File: config.mk
export PLATFORM = sky130hd
export DESIGN_NAME = cmapf4_scan
export DESIGN_NICKNAME = d
export VERILOG_FILES = /design/src/design/cmapf4_pkg.sv /design/src/design/cmapf4_scan.sv
export SDC_FILE = /design/constraint.sdc
export NUM_CORES = 1
export LEC_CHECK = 0
export BUFFER_PORTS_ARGS = -buffer_cell sky130_fd_sc_hd__buf_2
export CORE_ASPECT_RATIO = 1.4
export CORE_MARGIN = 3
export CORE_UTILIZATION = 61
export DETAILED_ROUTE_END_ITERATION = 6
export PLACE_DENSITY = 0.82
export SETUP_SLACK_MARGIN = 0.15
export SLEW_MARGIN = 25
export SYNTH_ARGS = -nofsm -noshare
export SYNTH_HDL_FRONTEND = slang
export SYNTH_SLANG_ARGS = --single-unit
export TNS_END_PERCENT = 50
File: constraint.sdc
create_clock -name clk_i -period 4.3 [get_ports clk_i]
set_clock_uncertainty 0.15 [all_clocks]
set_input_delay 0.215 -clock clk_i [delete_from_list [all_inputs] [get_ports clk_i]]
set_output_delay 0.215 -clock clk_i [all_outputs]
set_load 0.1 [all_outputs]
File: src/design/cmapf4_pkg.sv
// ----------------------------------------------------------------------------
// cmapf4_pkg
// shared widths, codes and channel structs of the cmap format 4 lookup block
// ----------------------------------------------------------------------------
package cmapf4_pkg;

  localparam int TABLE_BYTES_DEF = 8192;

  localparam int SEG_W   = 10;
  localparam int LEN_W   = 14;
  localparam int GLYPH_W = 16;
  localparam int CP_W    = 16;
  localparam int LADDR_W = 13;
  localparam int BYTE_W  = 8;
  localparam int CFG_W   = 14;
  localparam int CFG_IDX_W = 1;

  // byte address arithmetic, wide enough for range offset plus code point span
  localparam int POS_W = 20;

  // subtable layout
  localparam int END_CODES_OFS = 14;
  localparam int HEADER_BYTES  = 16;

  localparam logic OP_LOAD   = 1'b0;
  localparam logic OP_LOOKUP = 1'b1;

  localparam logic [CFG_IDX_W-1:0] REG_SEGMENT_COUNT   = 1'b0;
  localparam logic [CFG_IDX_W-1:0] REG_SUBTABLE_LENGTH = 1'b1;

  typedef enum logic [1:0] {
    STATUS_OK         = 2'd0,
    STATUS_BAD_GLYPH  = 2'd1,
    STATUS_BAD_LAYOUT = 2'd2
  } status_e;

  typedef enum logic [2:0] {
    S_IDLE,
    S_RD_END,
    S_RD_START,
    S_RD_DELTA,
    S_RD_RANGE,
    S_CHK_POS,
    S_RD_GLYPH
  } scan_state_e;

  typedef struct packed {
    logic             en;
    logic [POS_W-1:0] addr;
  } word_rd_t;

  typedef struct packed {
    logic              en;
    logic [POS_W-1:0]  addr;
    logic [BYTE_W-1:0] data;
  } byte_wr_t;

  typedef struct packed {
    logic               valid;
    logic [GLYPH_W-1:0] glyph;
    status_e            status;
  } result_t;

endpackage

File: src/design/cmapf4_scan.sv
// ----------------------------------------------------------------------------
// cmapf4_scan
// lookup sequencer: layout check, linear segment scan, glyph word fetch
// ----------------------------------------------------------------------------
module cmapf4_scan #(
  parameter int TABLE_BYTES = cmapf4_pkg::TABLE_BYTES_DEF
) (
  input  logic                             clk_i,
  input  logic                             rst_ni,
  input  logic                             go_i,
  input  logic [cmapf4_pkg::CP_W-1:0]      code_point_i,
  input  logic [cmapf4_pkg::SEG_W-1:0]     seg_count_i,
  input  logic [cmapf4_pkg::LEN_W-1:0]     sub_len_i,
  input  logic [cmapf4_pkg::GLYPH_W-1:0]   rd_data_i,
  output logic                             busy_o,
  output cmapf4_pkg::word_rd_t             rd_o,
  output cmapf4_pkg::result_t              res_o
);

  localparam int POS_W = cmapf4_pkg::POS_W;
  localparam int CP_W  = cmapf4_pkg::CP_W;
  localparam int SEG_W = cmapf4_pkg::SEG_W;

  cmapf4_pkg::scan_state_e state_q, state_d;
  logic [SEG_W-1:0]   seg_q, seg_d;
  logic [POS_W-1:0]   addr_q, addr_d;
  logic [POS_W-1:0]   pos_q, pos_d;
  logic [CP_W-1:0]    cp_q, cp_d;
  logic [CP_W-1:0]    delta_q, delta_d;
  logic [CP_W:0]      diff2_q, diff2_d;
  cmapf4_pkg::result_t res_q, res_d;

  logic [POS_W-1:0] n2;
  logic [POS_W-1:0] len_w;
  logic [POS_W-1:0] arrays_end;
  logic             layout_bad;
  logic             last_seg;

  assign n2         = POS_W'({seg_count_i, 1'b0});
  assign len_w      = POS_W'(sub_len_i);
  assign arrays_end = POS_W'(cmapf4_pkg::HEADER_BYTES) + POS_W'({seg_count_i, 3'b000});
  assign layout_bad = (len_w > POS_W'(TABLE_BYTES)) || (arrays_end > len_w);
  assign last_seg   = ({1'b0, seg_q} + 1'b1) == {1'b0, seg_count_i};

  always_ff @(posedge clk_i or negedge rst_ni) begin
    if (!rst_ni) begin
      state_q <= cmapf4_pkg::S_IDLE;
      seg_q   <= '0;
      res_q   <= '0;
    end else begin
      state_q <= state_d;
      seg_q   <= seg_d;
      res_q   <= res_d;
    end
  end

  always_ff @(posedge clk_i) begin
    addr_q  <= addr_d;
    pos_q   <= pos_d;
    cp_q    <= cp_d;
    delta_q <= delta_d;
    diff2_q <= diff2_d;
  end

  always_comb begin
    state_d     = state_q;
    seg_d       = seg_q;
    addr_d      = addr_q;
    pos_d       = pos_q;
    cp_d        = cp_q;
    delta_d     = delta_q;
    diff2_d     = diff2_q;
    res_d       = '0;
    res_d.status = cmapf4_pkg::STATUS_OK;
    rd_o.en     = 1'b0;

    unique case (state_q)
      cmapf4_pkg::S_IDLE: begin
        if (go_i) begin
          cp_d = code_point_i;
          if (layout_bad) begin
            res_d.valid  = 1'b1;
            res_d.status = cmapf4_pkg::STATUS_BAD_LAYOUT;
          end else if (seg_count_i == '0) begin
            res_d.valid = 1'b1;
          end else begin
            addr_d  = POS_W'(cmapf4_pkg::END_CODES_OFS);
            rd_o.en = 1'b1;
            state_d = cmapf4_pkg::S_RD_END;
          end
        end
      end
      cmapf4_pkg::S_RD_END: begin
        if (cp_q > rd_data_i) begin
          if (last_seg) begin
            res_d.valid = 1'b1;
            seg_d       = '0;
            state_d     = cmapf4_pkg::S_IDLE;
          end else begin
            seg_d   = SEG_W'(seg_q + 1'b1);
            addr_d  = POS_W'(addr_q + 2'd2);
            rd_o.en = 1'b1;
          end
        end else begin
          // start code sits one pad word plus one array further on
          addr_d  = POS_W'(addr_q + n2 + 2'd2);
          rd_o.en = 1'b1;
          state_d = cmapf4_pkg::S_RD_START;
        end
      end
      cmapf4_pkg::S_RD_START: begin
        if (cp_q < rd_data_i) begin
          res_d.valid = 1'b1;
          seg_d       = '0;
          state_d     = cmapf4_pkg::S_IDLE;
        end else begin
          diff2_d = {CP_W'(cp_q - rd_data_i), 1'b0};
          addr_d  = POS_W'(addr_q + n2);
          rd_o.en = 1'b1;
          state_d = cmapf4_pkg::S_RD_DELTA;
        end
      end
      cmapf4_pkg::S_RD_DELTA: begin
        delta_d = rd_data_i;
        addr_d  = POS_W'(addr_q + n2);
        rd_o.en = 1'b1;
        state_d = cmapf4_pkg::S_RD_RANGE;
      end
      cmapf4_pkg::S_RD_RANGE: begin
        if (rd_data_i == '0) begin
          res_d.valid = 1'b1;
          res_d.glyph = CP_W'(cp_q + delta_q);
          seg_d       = '0;
          state_d     = cmapf4_pkg::S_IDLE;
        end else begin
          // offset is relative to this segment's range offset word
          pos_d   = POS_W'(addr_q + POS_W'(rd_data_i) + POS_W'(diff2_q));
          state_d = cmapf4_pkg::S_CHK_POS;
        end
      end
      cmapf4_pkg::S_CHK_POS: begin
        if (POS_W'(pos_q + 2'd2) > len_w || pos_q > len_w) begin
          res_d.valid  = 1'b1;
          res_d.status = cmapf4_pkg::STATUS_BAD_GLYPH;
          seg_d        = '0;
          state_d      = cmapf4_pkg::S_IDLE;
        end else begin
          addr_d  = pos_q;
          rd_o.en = 1'b1;
          state_d = cmapf4_pkg::S_RD_GLYPH;
        end
      end
      cmapf4_pkg::S_RD_GLYPH: begin
        res_d.valid = 1'b1;
        res_d.glyph = (rd_data_i == '0) ? '0 : CP_W'(rd_data_i + delta_q);
        seg_d       = '0;
        state_d     = cmapf4_pkg::S_IDLE;
      end
      default: begin
        state_d = cmapf4_pkg::S_IDLE;
      end
    endcase

    rd_o.addr = addr_d;
  end

  assign busy_o    = state_q != cmapf4_pkg::S_IDLE;
  assign res_o     = res_q;

  // a result follows either a scan step or a lookup taken while idle
  a_res_source: assert property (@(posedge clk_i) disable iff (!rst_ni)
    res_q.valid |-> ($past(state_q) != cmapf4_pkg::S_IDLE) || $past(go_i))
    else $error("result without a lookup");

  a_err_zero_glyph: assert property (@(posedge clk_i) disable iff (!rst_ni)
    res_q.valid && res_q.status != cmapf4_pkg::STATUS_OK |-> res_q.glyph == '0)
    else $error("error result with nonzero glyph");

  a_cursor_idle: assert property (@(posedge clk_i) disable iff (!rst_ni)
    state_q == cmapf4_pkg::S_IDLE |-> seg_q == '0)
    else $error("segment cursor not cleared after lookup");

  a_scan_bound: assert property (@(posedge clk_i) disable iff (!rst_ni)
    state_q == cmapf4_pkg::S_RD_END |-> {1'b0, seg_q} < {1'b0, seg_count_i})
    else $error("segment cursor past segment count");

endmodule

==> metrics, run 1 <==
Cell Area, Synth=10620 sq um; largest stage delay on the critical path=~400 ps; CTS clk-pin slew, worst paths=60 ps; worst-path cell chain=buf_4 -> and3_4 -> or3b_4 -> nor2_4 -> xor2_1 -> ha_1 -> nand4_1 -> or2_4 -> o32a_1 -> o31ai_2 -> and4_4 -> a221oi_4 -> buf_4 -> a21o_1 -> a221oi_2 -> o211ai_1 -> clkbuf_16; Syn Nets=~1.4k; post-synthesis register bit count=120; Die Ht=162.2 um; Worst-Skew Late Latency=about 430 ps; starting density of the core=about 63%; nets=1536; layout cell share with drive strength beyond 1=~18%; die area=19060 sq um; total track usage=35.34%; fmax=roughly 220 MHz; WP data arrival=4200 ps; Clock Sinks=120; peak supply drop=approximately 0.38 mV; Pre-antenna DRT Iters=7; pwr dens=688.1 nW/um^2; Worst Hold Class=primary input to flop; Tcrit/Tclk final=106.2%; fillers=approximately 1.1k; Leak Pwr=0.005746 uW; min setup slack post-route=-266.5 ps; DP HPWL=23990 um; placed instance area=about 12000 sq um; critical path required time=3930 ps; largest net degree at the start of global routing=33; Post-synth EDFFs=68; commonest cells after routing, fill and taps aside=117 x ha_1, 79 x xnor2_1, 78 x nor2_1, 78 x buf_2, 75 x inv_1; status=complete, but fails checks; Starting DRT DRC Count=between 900 and 1k; library cells used by synthesis=76; cells after synthesis=1170; Ports=100; vias in the first global route=10.87k; total power=around 9200 uW; crit end category=output port; Post-route DRC=5; ys async rst share=26.67%; Startpoint Class=flop; critical path class=flop to output port; clock buffer depth=2; Slew Viols, Final=0; H-tree levels=4; crit path max fanout=4; Most Frequent Cell on Critical Path=buf_4; Primary FF master, synth=edfxtp_1; CTS tree=yes; post-synthesis average cell area=9.080 sq um; PortBufs=99; sequential-to-total area share from yosys stat=30.53%; via-per-instance ratio=6.574; design area=13350 sq um; root buffer cell=clkbuf_16; TNS Setup=-2521 ps; Diodes inserted=0; core area=around 17000 sq um; antenna-violating nets left=0; crit path time final=4566 ps; Max-slew headroom=39.72%; commonest non-fill, non-tap cell in the layout=ha_1; grt total ovfl=0; unrepaired setup endpoints after global routing=true; Chip Width=117.5 um; initial antenna violation count=0; slowest cell on the critical path=or3b_4; via count=~10k; synth warn=0; first-pass GRT wire length=53960 um; max_cap viols=0; Rows=between 50 and 60; Final GP Congestion=approximately 0.96; failing checks=design-rule violations, negative setup slack; final wirelength=33770 um; final setup fails=19; Layout area overhead=25.70%; Worst Max-Slew Pin Slew=904.2 ps; post-DR wirelength/cell=21.32 um; CTS Buf Count=17; Fin. Hold Viols=0
-- Yosys cell counts, drive strengths merged, types with 6 or more instances --
master | number | share of area [%]
a211oi | 14 | 0.99
a21o | 25 | 1.8
a21oi | 71 | 3.4
a221oi | 7 | 0.74
a31oi | 15 | 0.88
and2 | 13 | 0.77
and3 | 24 | 1.4
buf | 8 | 0.44
clkbuf | 25 | 0.88
dfrtp | 32 | 7.5
dfxtp | 20 | 3.8
edfxtp | 68 | 19
fa | 20 | 3.8
ha | 118 | 14
inv | 75 | 2.6
nand2 | 74 | 2.6
nand2b | 15 | 0.88
nand3 | 56 | 2.6
nand4 | 22 | 1.3
nor2 | 82 | 2.9
nor2b | 11 | 0.65
nor3 | 29 | 1.4
nor4 | 14 | 0.82
o211ai | 18 | 1.3
o21a | 19 | 1.3
o21ai | 43 | 2.0
o21bai | 7 | 0.49
o22ai | 21 | 1.2
o31ai | 6 | 0.42
or3 | 12 | 0.71
xnor2 | 80 | 6.6
xor2 | 38 | 3.1
-- area by class of cell --
type,count,area [sq um],share of cell area (%)
Multi-Input combinational cell,943,7315,54.77
Clock buffer,18,429.2,3.214
Clock inverter,14,242.7,1.818
Tap cell,232,290.3,2.174
Inverter,75,281.5,2.108
Timing Repair Buffer,182,1550,11.61
Sequential cell,120,3246,24.30
-- per-layer routing --
metal / part of all wire [%] / global-route usage [%] / vias up / routed length [um]
met5: 0 / 0 / - / 0
met4: 7.4 / 25.12 / 0 / 2483
met3: 7.7 / 5.364 / 183 / 2600
met2: 51 / 64.26 / 600 / 17250
met1: 34 / 37.33 / 4916 / 11440
li1: - / - / 4715 / -
-- logic make-up after synthesis --
group | share of synthesized area (%)
simple gates | 17.74
compound gates | 19.90
fa+ha+maj | 17.67
flops | 30.53
xor+xnor | 9.728
buf+inv | 3.969
mux | 0.4711
-- worst max-delay path, delay by kind of cell, from the launching register on --
family	cells	cell delay, ps
simple gates	6	1360
flops	1	360
buf+inv	3	590
xor+xnor	1	70
fa+ha+maj	1	310
compound gates	6	1080
-- state kept, by name, indices dropped and copies added (netlist names) --
signal,cells
delta_q,16
state_q,3
diff2_q,16
res_o,19
pos_q,20
seg_q,10
cp_q,16
addr_q,20
-- path summary, 6_finish.rpt --
path	cells after the start	start	slack, ps	to
max in group asynchronous	2	rst_ni	3130	res_o[13]
min in group asynchronous	2	rst_ni	300	seg_q[2]
worst min register to register	1	seg_q[6]	400	seg_q[6]
worst min-delay path	3	rd_data_i[0]	140	diff2_q[1]
worst max-delay path	17	pos_q[1]	-270	rd_o[12]
worst max register to register	17	pos_q[1]	350	addr_q[12]
-- timing repair --
action | CTS | global route
gates cloned | 1 | 0
pin swaps | 21 | 17
setup buffers | 12 | 6
gates resized for setup | 32 | 22
endpoints found under the hold margin | 64 | 0
hold buffers | 33 | 0
setup endpoints to repair | 21 | 22
-- where the power goes --
part / switching [uW] / total, uW / leakage [uW] / internal [uW]
clock network: 583 / 1680 / 0.000320 / 1090
registers: 301 / 1840 / 0.00123 / 1540
logic: 3530 / 5670 / 0.00420 / 2140
-- per-stage QoR --
step	cells	worst slack, ps	util, %	hold slack (ps)
global placement	1500	65.94	70.75	203.7
finish	1584	-266.5	79.08	144.3
CTS	1578	-173.5	78.08	157.7
global route	1584	-407.8	79.08	162.7
detailed placement	1500	-35.23	70.75	224.1
floorplan	1170	-153.0	-	-230.6
Power figures use the tool's default switching activity.
==> run 2, diff against run 1 <==
- CORE_UTILIZATION: 61 -> 63
- CTS_BUF_LIST: unset -> sky130_fd_sc_hd__clkbuf_4
- PLACE_DENSITY: 0.82 -> 0.84
==> metrics, run 2 (synthesized netlist as in run 1, its figures left out) <==
status=complete, but fails checks (unchanged); failing checks=negative setup slack (was design-rule violations, negative setup slack); Slew Viols, Final=0 (unchanged); Startpoint Class=flop (unchanged); largest stage delay on the critical path=410 ps (was 400 ps); clock buffer depth=2 (unchanged); Post-route DRC=0 (was 5); final setup fails=21 (was 19); root buffer cell=clkbuf_4 (was clkbuf_16); total track usage=34.41% (was 35.34%); Ports=100 (unchanged); hold path cells=3 (unchanged); commonest cells after routing, fill and taps aside=117 x ha_1, 80 x xnor2_1, 79 x nor2_1, 78 x buf_2, 75 x inv_1 (was 117 x ha_1, 79 x xnor2_1, 78 x nor2_1, 78 x buf_2, 75 x inv_1); Die Ht=159.7 um (was 162.2 um); gr busiest metal=met2 (unchanged); Worst path depth=16 (was 17); DP HPWL=23520 um (was 23990 um); Worst Hold Class=primary input to flop (unchanged); met1 Track Usage GR=37.86% (was 37.33%); Pre-antenna DRT Iters=5 (was 7); slowest cell on the critical path=edfxtp_1 (was or3b_4); Chip Width=115.8 um (was 117.5 um); Layout area overhead=20.08% (was 25.70%); crit end category=output port (unchanged); initial antenna violation count=1 (was 0); Fin. Hold Viols=0 (unchanged); min setup slack post-route=-340.1 ps (was -266.5 ps); nets=1530 (was 1536); WP data arrival=4280 ps (was 4200 ps); final wirelength=31210 um (was 33770 um); Worst Max-Slew Pin Slew=895.2 ps (was 904.2 ps); core area=16380 sq um (was 16890 sq um); via count=10.11k (was 10.41k); post-DR wirelength/cell=20.19 um (was 21.32 um); crit path max fanout=5 (was 4); fmax=215.5 MHz (was 219.0 MHz); Max-slew headroom=40.32% (was 39.72%); largest net degree at the start of global routing=33 (unchanged); met2 Usage GRT=61.22% (was 64.26%); commonest non-fill, non-tap cell in the layout=ha_1 (unchanged); worst-path cell chain=ha_2 -> nand3_2 -> or3_4 -> nor2_2 -> xor2_1 -> ha_1 -> nand4_1 -> or2_4 -> o32a_1 -> o31ai_2 -> and4_4 -> a221oi_2 -> a21o_1 -> a221oi_2 -> o211ai_1 -> buf_12 (was buf_4 -> and3_4 -> or3b_4 -> nor2_4 -> xor2_1 -> ha_1 -> nand4_1 -> or2_4 -> o32a_1 -> o31ai_2 -> and4_4 -> a221oi_4 -> buf_4 -> a21o_1 -> a221oi_2 -> o211ai_1 -> clkbuf_16); Most Frequent Cell on Critical Path=a221oi_2 (was buf_4); Rows=55 (was 56); Final GP Congestion=0.9431 (was 0.9648); Worst-Skew Late Latency=580 ps (was 430 ps); die area=18480 sq um (was 19060 sq um); unrepaired setup endpoints after global routing=true (unchanged); max_cap viols=0 (unchanged); critical path class=flop to output port (unchanged); PortBufs=99 (unchanged); via-per-instance ratio=6.536 (was 6.574); Buf/Inv on CP=1 (was 3); peak supply drop=0.3322 mV (was 0.3772 mV); met3 Use GR=6.103% (was 5.364%); R2R depth=12 (was 17); crit path time final=4640 ps (was 4566 ps); vias in the first global route=10.22k (was 10.87k); grt total ovfl=0 (unchanged); CP delay by family, top=simple AND/OR/NAND/NOR gates (unchanged); CTS tree=yes (unchanged); antenna-violating nets left=0 (unchanged); TNS Setup=-5686 ps (was -2521 ps); CTS Buf Count=17 (unchanged); starting density of the core=64.87% (was 62.91%); Starting DRT DRC Count=796 (was 996); layout cell share with drive strength beyond 1=16.42% (was 17.83%); Fin Hold WS=45.56 ps (was 144.3 ps); first-pass GRT wire length=50160 um (was 53960 um); Non-Filler Instances=1546 (was 1584); Tcrit/Tclk final=107.9% (was 106.2%); CTS clk-pin slew, worst paths=110 ps (was 60 ps); placed insts=1465 (was 1500); Leak Pwr=0.005493 uW (was 0.005746 uW); critical path required time=3930 ps (about the same); pwr dens=632.8 nW/um^2 (was 688.1 nW/um^2); Clock Sinks=120 (unchanged); H-tree levels=4 (unchanged)
## run 2: power breakdown
part           total (uW)  internal [uW]  switching, uW  leakage (uW)
Clock                 836            360            476      0.000137
Combinational        5440           2040           3400       0.00413
Sequential           1800           1540            264       0.00123
## run 2: final cells by class
type / count / area (sq um)
tap: 199 / 249.0
antenna: 1 / 2.502
clock buffer: 20 / 150.1
sequential: 120 / 3244
inverter: 75 / 281.5
clock inverter: 12 / 127.6
timing repair buffer: 176 / 1486
fill: 1093 / 3621
multi-input combinational: 943 / 7216
## run 2: worst paths after layout
check,end,start,slack [ps]
max,rd_o[12],pos_q[2],-340
max in group asynchronous,res_o[16],rst_ni,3280
min in group asynchronous,res_o[18],rst_ni,130
min reg2reg,seg_q[1],seg_q[1],410
min,diff2_q[1],rd_data_i[0],50
max reg2reg,pos_q[19],addr_q[1],470
## run 2: through the flow
| step | utilization (%) | total power (uW) | area (sq um) | setup WS [ps] |
|---|---|---|---|---|
| finish | 77.89 | 8073 | 12760 | -340.1 |
| global route | 77.89 | 8526 | 12760 | -525.5 |
| CTS | 77.55 | 7951 | 12700 | -270.1 |
| detailed placement | 72.60 | 6981 | 11890 | -61.19 |
| global placement | 72.60 | 6866 | 11890 | 35.73 |
| floorplan | - | 5482 | 10780 | -153.0 |
## run 2: metal layers
layer,wire length (um),up-vias
li1,-,4693
met1,11050,4806
met2,16350,475
met3,1956,131
met4,1856,0
met5,0,-
## run 2: worst register-to-register path, cell delays in order (launching register included)
cell and delay, ps:
dfxtp_2 450, fa_1 450, ha_1 220, inv_1 80
fa_1 210, nor2b_1 60, o21a_1 180, o21ai_0 260
a21oi_1 170, a41o_1 300, o41a_1 360, a41o_1 290
o311ai_0 430
## run 2: repair_timing
action | in CTS | in global routing
gates resized for setup | 25 | 12
cloned | 1 | 0
hold endpoints to repair | 66 | 0
buffers inserted | 13 | 1
hold buffers | 33 | 0
setup endpoints to repair | 21 | 21
pin swaps | 16 | 15
